--- config.mk ---
export PLATFORM = sky130hd
export DESIGN_NAME = box_filter_window_average
export DESIGN_NICKNAME = d
export VERILOG_FILES = /design/src/rtl/bfwa_pkg.sv /design/src/rtl/box_filter_window_average.sv /design/src/rtl/bfwa_fifo.sv /design/src/rtl/bfwa_front.sv /design/src/rtl/bfwa_back.sv
export SDC_FILE = /design/constraint.sdc
export NUM_CORES = 1
export LEC_CHECK = 0
export ABC_AREA = 1
export BUFFER_PORTS_ARGS = -buffer_cell sky130_fd_sc_hd__clkbuf_2
export CAP_MARGIN = 10
export CORE_MARGIN = 10
export CORE_UTILIZATION = 50
export DETAILED_ROUTE_END_ITERATION = 8
export PLACE_DENSITY = 0.64
export SYNTH_ARGS = -nofsm -noshare
export SYNTH_HDL_FRONTEND = slang
export SYNTH_SLANG_ARGS = --single-unit
--- constraint.sdc ---
create_clock -name clk_i -period 7.95 [get_ports clk_i]
set_input_delay 0 -clock clk_i [delete_from_list [all_inputs] [get_ports clk_i]]
set_output_delay 0 -clock clk_i [all_outputs]
set_load 0.05 [all_outputs]
--- src/rtl/bfwa_pkg.sv ---
// Shared types and constants for the box filter window average block.
// No dependencies.
package bfwa_pkg;

  localparam logic FMT_RGB888   = 1'b0;
  localparam logic FMT_ARGB4444 = 1'b1;

  localparam int QuotW = 9;

  typedef struct packed {
    logic [23:0] source_pixel;
    logic        window_last;
  } in_item_t;

  typedef struct packed {
    logic [31:0] average_pixel;
    logic        window_overflow;
  } out_item_t;

  typedef struct packed {
    logic overflow;
    logic pixel_format;
  } win_flags_t;

  typedef enum logic [1:0] {
    BK_IDLE,
    BK_DIV,
    BK_HOLD
  } back_state_e;

endpackage

--- src/rtl/box_filter_window_average.sv ---
// A window's result comes after its last pixel is accepted: the record is
// queued, divided, then registered at the output once the output is free.
// Throughput: one pixel per cycle while the queue is not full; the divider
// finds 9 quotient bits per window, and a 2-entry queue holds finished windows.
// Reset clears the sums, count and queue, sets pixel_format to RGB.
module box_filter_window_average
  import bfwa_pkg::*;
#(
  parameter int MAX_STEP = 16
) (
  input  logic      clk_i,
  input  logic      rst_ni,
  input  logic      cfg_we_i,
  input  logic      cfg_wdata_i,
  input  logic      in_valid_i,
  output logic      in_ready_o,
  input  in_item_t  in_data_i,
  output logic      out_valid_o,
  input  logic      out_ready_i,
  output out_item_t out_data_o
);

  localparam int MaxArea = MAX_STEP * MAX_STEP;
  localparam int CntW    = $clog2(MaxArea + 1);
  localparam int SumW    = $clog2(255 * MaxArea + 1);
  localparam int RecW    = 4 * SumW + CntW + $bits(win_flags_t);

  logic                 push;
  logic                 pop;
  logic                 fifo_full;
  logic                 fifo_empty;
  logic [3:0][SumW-1:0] f_sums, b_sums;
  logic [CntW-1:0]      f_count, b_count;
  win_flags_t           f_flags, b_flags;
  logic [RecW-1:0]      wrec, rrec;

  assign wrec = {f_sums, f_count, f_flags};
  assign {b_sums, b_count, b_flags} = rrec;

  bfwa_front #(
    .MaxStep(MAX_STEP)
  ) u_front (
    .clk_i,
    .rst_ni,
    .cfg_we_i,
    .cfg_wdata_i,
    .in_valid_i,
    .in_ready_o,
    .in_data_i,
    .fifo_full_i(fifo_full),
    .push_o     (push),
    .sums_o     (f_sums),
    .count_o    (f_count),
    .flags_o    (f_flags)
  );

  bfwa_fifo #(
    .Width(RecW)
  ) u_fifo (
    .clk_i,
    .rst_ni,
    .push_i (push),
    .wdata_i(wrec),
    .pop_i  (pop),
    .rdata_o(rrec),
    .full_o (fifo_full),
    .empty_o(fifo_empty)
  );

  bfwa_back #(
    .MaxStep(MAX_STEP)
  ) u_back (
    .clk_i,
    .rst_ni,
    .fifo_empty_i(fifo_empty),
    .pop_o       (pop),
    .sums_i      (b_sums),
    .count_i     (b_count),
    .flags_i     (b_flags),
    .out_valid_o,
    .out_ready_i,
    .out_data_o
  );

endmodule

--- src/rtl/bfwa_fifo.sv ---
// Two-entry queue of finished window records between front and back.
// Depends on nothing but its width parameter.
module bfwa_fifo #(
  parameter int Width = 8
) (
  input  logic             clk_i,
  input  logic             rst_ni,
  input  logic             push_i,
  input  logic [Width-1:0] wdata_i,
  input  logic             pop_i,
  output logic [Width-1:0] rdata_o,
  output logic             full_o,
  output logic             empty_o
);

  logic [1:0][Width-1:0] mem_q;
  logic                  wr_ptr_q, wr_ptr_d;
  logic                  rd_ptr_q, rd_ptr_d;
  logic [1:0]            count_q, count_d;

  assign full_o  = (count_q == 2'd2);
  assign empty_o = (count_q == 2'd0);
  assign rdata_o = mem_q[rd_ptr_q];

  always_comb begin
    wr_ptr_d = wr_ptr_q;
    rd_ptr_d = rd_ptr_q;
    count_d  = count_q;
    if (push_i) begin
      wr_ptr_d = ~wr_ptr_q;
    end
    if (pop_i) begin
      rd_ptr_d = ~rd_ptr_q;
    end
    if (push_i && !pop_i) begin
      count_d = count_q + 2'd1;
    end else if (pop_i && !push_i) begin
      count_d = count_q - 2'd1;
    end
  end

  always_ff @(posedge clk_i or negedge rst_ni) begin
    if (!rst_ni) begin
      wr_ptr_q <= 1'b0;
      rd_ptr_q <= 1'b0;
      count_q  <= 2'd0;
    end else begin
      wr_ptr_q <= wr_ptr_d;
      rd_ptr_q <= rd_ptr_d;
      count_q  <= count_d;
    end
  end

  always_ff @(posedge clk_i) begin
    if (push_i) begin
      mem_q[wr_ptr_q] <= wdata_i;
    end
  end

`ifndef NO_ASSERTIONS
  a_no_overrun: assert property (@(posedge clk_i) disable iff (!rst_ni)
    push_i |-> !full_o || pop_i)
    else $error("queue push while full");
  a_no_underrun: assert property (@(posedge clk_i) disable iff (!rst_ni)
    pop_i |-> !empty_o)
    else $error("queue pop while empty");
  a_count_range: assert property (@(posedge clk_i) disable iff (!rst_ni)
    count_q != 2'd3)
    else $error("queue count out of range");
  a_count_track: assert property (@(posedge clk_i) disable iff (!rst_ni)
    (push_i && !pop_i) |=> !empty_o)
    else $error("queue empty after push");
`endif

endmodule

--- src/rtl/bfwa_front.sv ---
// Front end: pixel format register, channel split and window accumulation.
// Pushes one record per window into the queue. Uses bfwa_pkg.
module bfwa_front
  import bfwa_pkg::*;
#(
  parameter int MaxStep = 16,
  parameter int MaxArea = MaxStep * MaxStep,
  parameter int CntW    = $clog2(MaxArea + 1),
  parameter int SumW    = $clog2(255 * MaxArea + 1)
) (
  input  logic                 clk_i,
  input  logic                 rst_ni,
  input  logic                 cfg_we_i,
  input  logic                 cfg_wdata_i,
  input  logic                 in_valid_i,
  output logic                 in_ready_o,
  input  in_item_t             in_data_i,
  input  logic                 fifo_full_i,
  output logic                 push_o,
  output logic [3:0][SumW-1:0] sums_o,
  output logic [CntW-1:0]      count_o,
  output win_flags_t           flags_o
);

  logic                 fmt_q;
  logic [3:0][SumW-1:0] sum_q, sum_d;
  logic [CntW-1:0]      cnt_q, cnt_d;
  logic                 ovf_q, ovf_d;
  logic [3:0][7:0]      chan;
  logic [3:0][SumW-1:0] sum_inc;
  logic                 area_full;
  logic                 accept;
  logic [23:0]          px;

  assign px         = in_data_i.source_pixel;
  assign in_ready_o = !fifo_full_i;
  assign accept     = in_valid_i && in_ready_o;
  assign push_o     = accept && in_data_i.window_last;
  assign area_full  = (cnt_q == CntW'(MaxArea));

  always_comb begin
    if (fmt_q == FMT_RGB888) begin
      chan[0] = px[7:0];
      chan[1] = px[15:8];
      chan[2] = px[23:16];
      chan[3] = 8'hFF;
    end else begin
      chan[0] = {4'h0, px[3:0]};
      chan[1] = {4'h0, px[7:4]};
      chan[2] = {4'h0, px[11:8]};
      chan[3] = {4'h0, px[15:12]};
    end
    for (int i = 0; i < 4; i++) begin
      sum_inc[i] = sum_q[i] + SumW'(chan[i]);
    end
  end

  always_comb begin
    sums_o  = area_full ? sum_q : sum_inc;
    count_o = area_full ? cnt_q : cnt_q + CntW'(1);
    flags_o.overflow     = ovf_q || area_full;
    flags_o.pixel_format = fmt_q;
  end

  always_comb begin
    sum_d = sum_q;
    cnt_d = cnt_q;
    ovf_d = ovf_q;
    if (accept) begin
      if (in_data_i.window_last) begin
        sum_d = '0;
        cnt_d = '0;
        ovf_d = 1'b0;
      end else begin
        sum_d = sums_o;
        cnt_d = count_o;
        ovf_d = flags_o.overflow;
      end
    end
  end

  always_ff @(posedge clk_i or negedge rst_ni) begin
    if (!rst_ni) begin
      fmt_q <= FMT_RGB888;
      sum_q <= '0;
      cnt_q <= '0;
      ovf_q <= 1'b0;
    end else begin
      if (cfg_we_i) begin
        fmt_q <= cfg_wdata_i;
      end
      sum_q <= sum_d;
      cnt_q <= cnt_d;
      ovf_q <= ovf_d;
    end
  end

endmodule

--- src/rtl/bfwa_back.sv ---
// Back end: rounded average of four channel sums by a shared-schedule
// restoring divider (one quotient bit per cycle), then packing and the
// output register. Uses bfwa_pkg.
module bfwa_back
  import bfwa_pkg::*;
#(
  parameter int MaxStep = 16,
  parameter int MaxArea = MaxStep * MaxStep,
  parameter int CntW    = $clog2(MaxArea + 1),
  parameter int SumW    = $clog2(255 * MaxArea + 1)
) (
  input  logic                 clk_i,
  input  logic                 rst_ni,
  input  logic                 fifo_empty_i,
  output logic                 pop_o,
  input  logic [3:0][SumW-1:0] sums_i,
  input  logic [CntW-1:0]      count_i,
  input  win_flags_t           flags_i,
  output logic                 out_valid_o,
  input  logic                 out_ready_i,
  output out_item_t            out_data_o
);

  localparam int RemW = SumW + 2;
  localparam int DvW  = CntW + QuotW;
  localparam int CmpW = (DvW > RemW) ? DvW : RemW;

  back_state_e          state_q, state_d;
  logic [3:0][RemW-1:0] rem_q, rem_d;
  logic [3:0][QuotW-1:0] quo_q, quo_d;
  logic [DvW-1:0]       dv_q, dv_d;
  logic [3:0]           step_q, step_d;
  win_flags_t           flags_q;
  logic                 out_valid_q, out_valid_d;
  out_item_t            out_data_q;
  out_item_t            packed_res;
  logic                 load_div;
  logic                 div_step;
  logic                 load_out;
  logic [3:0][QuotW-1:0] avg;
  logic [QuotW-1:0]     top;

  // next state
  always_comb begin
    state_d = state_q;
    case (state_q)
      BK_IDLE: begin
        if (!fifo_empty_i) begin
          state_d = BK_DIV;
        end
      end
      BK_DIV: begin
        if (step_q == 4'd0) begin
          state_d = BK_HOLD;
        end
      end
      BK_HOLD: begin
        if (!out_valid_q || out_ready_i) begin
          state_d = BK_IDLE;
        end
      end
      default: state_d = BK_IDLE;
    endcase
  end

  // state outputs
  always_comb begin
    load_div = 1'b0;
    div_step = 1'b0;
    load_out = 1'b0;
    case (state_q)
      BK_IDLE: load_div = !fifo_empty_i;
      BK_DIV:  div_step = 1'b1;
      BK_HOLD: load_out = !out_valid_q || out_ready_i;
      default: ;
    endcase
  end

  assign pop_o = load_div;

  always_comb begin
    rem_d  = rem_q;
    quo_d  = quo_q;
    dv_d   = dv_q;
    step_d = step_q;
    if (load_div) begin
      for (int i = 0; i < 4; i++) begin
        rem_d[i] = (RemW'(sums_i[i]) << 1) + RemW'(count_i);
        quo_d[i] = '0;
      end
      dv_d   = DvW'(count_i) << QuotW;
      step_d = 4'(QuotW - 1);
    end else if (div_step) begin
      for (int i = 0; i < 4; i++) begin
        if (CmpW'(rem_q[i]) >= CmpW'(dv_q)) begin
          rem_d[i] = RemW'(CmpW'(rem_q[i]) - CmpW'(dv_q));
          quo_d[i] = {quo_q[i][QuotW-2:0], 1'b1};
        end else begin
          quo_d[i] = {quo_q[i][QuotW-2:0], 1'b0};
        end
      end
      dv_d   = dv_q >> 1;
      step_d = step_q - 4'd1;
    end
  end

  always_comb begin
    top = (flags_q.pixel_format == FMT_RGB888) ? QuotW'(255) : QuotW'(15);
    for (int i = 0; i < 4; i++) begin
      avg[i] = (quo_q[i] > top) ? top : quo_q[i];
    end
    if (flags_q.pixel_format == FMT_RGB888) begin
      packed_res.average_pixel = {8'hFF, avg[0][7:0], avg[1][7:0], avg[2][7:0]};
    end else begin
      packed_res.average_pixel = {16'h0000, avg[3][3:0], avg[0][3:0],
                                  avg[1][3:0], avg[2][3:0]};
    end
    packed_res.window_overflow = flags_q.overflow;
  end

  always_comb begin
    out_valid_d = out_valid_q;
    if (load_out) begin
      out_valid_d = 1'b1;
    end else if (out_ready_i) begin
      out_valid_d = 1'b0;
    end
  end

  always_ff @(posedge clk_i or negedge rst_ni) begin
    if (!rst_ni) begin
      state_q     <= BK_IDLE;
      out_valid_q <= 1'b0;
      step_q      <= '0;
    end else begin
      state_q     <= state_d;
      out_valid_q <= out_valid_d;
      step_q      <= step_d;
    end
  end

  always_ff @(posedge clk_i) begin
    rem_q <= rem_d;
    quo_q <= quo_d;
    dv_q  <= dv_d;
    if (load_div) begin
      flags_q <= flags_i;
    end
    if (load_out) begin
      out_data_q <= packed_res;
    end
  end

  assign out_valid_o = out_valid_q;
  assign out_data_o  = out_data_q;

endmodule
==> qor.yml <==
yosys:
  postSynth.asyncResetShare_pct: 22.1
  ys.flop_type: "edfxtp_1"
  yosys_register_bits: 390
  ys_seq_area_share_pct: 43.3
  synth_edf_count: 259
  synthCells: 3320
  yosys_warnings: 0
  syn_area_um2: 25000
  syn_avg_cell_area_um2: 7.53
  ys_types: 41
  syn-num-nets: 3519
final_layout:
  area_growth_pct: 10.2
  final_nets: 3568
  n_fill_cell: 4529
  antenna_cells: 0
  drive_gt1_share_pct: 5.58
setup_path:
  regToRegSetupSlack_ps: 4710
  crit_slowest_cell: "buf_4"
  crit_required_ps: 8270
  cp-end-kind: "flip-flop"
  cp_data_arrival_time_ps: 3560
  path_class: "flip-flop to flip-flop"
  cp-start-kind: "flip-flop"
  r2r-end: "u_back.rem_q[65]"
  crit_fanout: 63
  cp_cell_sequence: "inv_2 > buf_4 > or2_2 > o21ai_0 > inv_1 > ha_1 > nand2_1 > nor2_1 > nand3_1 > nand3_1 > nand2_1 > nor2_1 > o21ai_0 > nand2_1"
  r2r-start: "u_fifo.rd_ptr_q"
  max_stage_delay_ps: 560
  ff2ff_path_depth: 14
  cp_common_cell: "nand2_1"
clock_tree:
  cts_tree: "yes"
  clk_pin_slew_worst_paths_ps: 60
  clk_latency_ps: 580
  numCtsBuffers: 45
  clock_path_buffers: 3
  cts_resized: 0
  htree_levels: 2
  clkSinkCount: 390
  cts.root.buffer_cell: "clkbuf_16"
power:
  powerDensity_nw_per_um2: 491
  irDropWorstVdd_uv: 188
  pwr-share-clk_pct: 16.1
  swShare_pct: 47.9
  pwr-share-seq_pct: 26.4
  intPower_uw: 7050
  switchingPower_uw: 6480
  power_frac_comb_pct: 57.5
  leakage_uw: 0.0133
timing:
  rsz0062_at_grt: "false"
  relSlewSlack_pct: 27.1
  finalSetupViolations: 0
  min_period_ps: 3240
  worst_slew_pin_slew_ps: 1090
  finalHoldViolCount: 0
  fmax_mhz: 309
  fin_hold_ws_ps: 84.5
  finalSetupTns_ps: 0
  drv_slew: 0
  clock_skew_ps: 19.8
  fin_crit_sh_pct: 40.7
detailed_routing:
  post-route-drc-count: 0
  vias: 21529
  first_pass_iters: 7
  drtAntennaViolNets: 0
  vias_per_cell: 5.29
  wl_per_cell_um: 16.1
  first_iter_violations: 1466
  wirelength_mm: 65.6
global_routing:
  gr-usage-all-layers_pct: 21.8
  first_global_vias: 20555
  grt_pass1_wl_mm: 106
  antenna_found_initial: 0
  grt_overflow_total: 0
  grt_max_degree: 99
place:
  hpwl_mm: 48.3
  port-buffer-count: 65
  gp_congestion: 0.947
worst_hold_path:
  min-delay-start: "in_data_i[1]"
  hold_path_class: "input port to flip-flop"
  whs_path_depth: 4
  hold_end: "u_fifo.mem_q[11]"
die:
  die_area_um2: 59300
  io_pins: 66
  die_y_um: 244
  core_area_um2: 49200
  die_width_um: 244
  initial_core_util_pct: 50.9
  placementRows: 81
outcome:
  status: "completed"
job:
  drv_cap: 0
==> per-layer routing <==
metal / vias to the layer above / routed length, um / GRT usage (%)
li1: 10968 / - / -
met1: 9919 / 31500 / 30.7
met2: 538 / 28900 / 34.4
met3: 104 / 3400 / 2.91
met4: 0 / 1780 / 6.70
met5: - / 0 / 0
==> Yosys cell counts (12+ instances only) <==
library cell  number  area share, %
ha_1             156            7.8
clkbuf_1          36           0.54
nand3b_1          45            1.4
nor2_1           262            3.9
nor3_1            16           0.32
and2_1            13           0.33
xnor2_1           14           0.49
nand3_1          256            5.1
nand2_1         1188             18
buf_2             31           0.62
fa_1              12           0.96
edfxtp_1         259             31
xor2_1            23           0.81
dfxtp_1           45            3.6
inv_1            378            5.7
nand4_1           45            1.1
or2_2             18           0.45
dfrtp_1           86            8.6
o21ai_0          222            4.4
a21oi_1          142            2.8
==> cell type report <==
class                           instances  area (um2)  share of cell area [%]
Multi-Input combinational cell       2463       12400                    44.9
Timing Repair Buffer                   89         538                    1.95
Sequential cell                       390       10800                    39.3
Clock inverter                         25         329                    1.19
Inverter                              380        1430                    5.18
Tap cell                              664         831                    3.01
Clock buffer                           57        1230                    4.48
==> worst max-delay path by stage <==
stage               slack, ps  depth (start not counted)               from               end
global route             4430                         14    u_fifo.rd_ptr_q  u_back.rem_q[53]
CTS                      4690                         14    u_fifo.rd_ptr_q  u_back.rem_q[65]
floorplan                3040                          6  u_fifo.count_q[0]   u_fifo.mem_q[0]
detailed placement       4720                         14    u_fifo.rd_ptr_q  u_back.rem_q[53]
global placement         4810                         14    u_fifo.rd_ptr_q  u_back.rem_q[65]
finish                   4710                         14    u_fifo.rd_ptr_q  u_back.rem_q[65]
==> power groups by stage <==
stage	logic [uW]	clock network [uW]	registers (uW)
3_3_place_gp	7510	0	3580
5_1_grt	8860	2310	3640
2_1_floorplan	5650	0	3540
4_1_cts	7700	2220	3570
3_5_place_dp	7640	0	3600
6_report	7780	2180	3570
==> timing repair <==
item / CTS / global route
setup buffers: 0 / 0
endpoints found under the hold margin: 35 / 0
hold buffers: 8 / 0
==> cell families after synthesis <==
group / count (synthesis) / synth area share [%]
compound gates: 402 / 8.38
xor+xnor: 37 / 1.30
fa+ha+maj: 168 / 8.77
buf+inv: 467 / 7.39
flops: 390 / 43.3
mux: 2 / 0.0801
simple gates: 1854 / 30.8
==> flip-flops by register name, indices dropped and copies added, names as in the netlist, 2 cells and up <==
signal	count
u_back.dv_q	18
u_fifo.mem_q	150
u_front.sum_q	64
u_back.out_data_o	26
u_back.quo_q	36
u_back.flags_q	2
u_back.step_q	4
u_fifo.count_q	2
u_back.state_q	2
u_back.rem_q	72
u_front.cnt_q	9
==> layout by cell type, fill, tap and decap left out, types with 12 or more instances in the layout <==
master / count
a21oi_1: 142
o21ai_0: 221
clkbuf_2: 64
dfxtp_1: 45
inv_1: 377
xnor2_1: 14
edfxtp_1: 259
nor3_1: 16
nand4_1: 45
nand3b_1: 45
clkbuf_16: 47
and2_1: 13
xor2_1: 23
or2_2: 18
ha_1: 156
fa_1: 12
dfrtp_1: 85
nor2_1: 258
nand3_1: 256
buf_4: 17
nand2_1: 1188
==> stage by stage <==
stage                     cells  worst slack [ps]  power [uW]  utilization (%)  cell area (um2)
after CTS                  4068              4690       13500             56.1            27600
after global routing       4068              4430       14800             56.1            27600
after detailed placement   3978              4720       11200             52.7            25900
after global placement     3978              4810       11100             52.7            25900
final                      4068              4710       13500             56.1            27600
after floorplan            3320              3040        9180                -            25000
==> critical path: cells and delay by family, from the launching register on <==
| kind | cells | cell delay, ps |
|---|---|---|
| compound gates | 2 | 280 |
| fa+ha+maj | 1 | 350 |
| buf+inv | 3 | 1000 |
| flops | 1 | 400 |
| simple gates | 8 | 900 |
No activity file was read; power rests on OpenSTA's default activity.
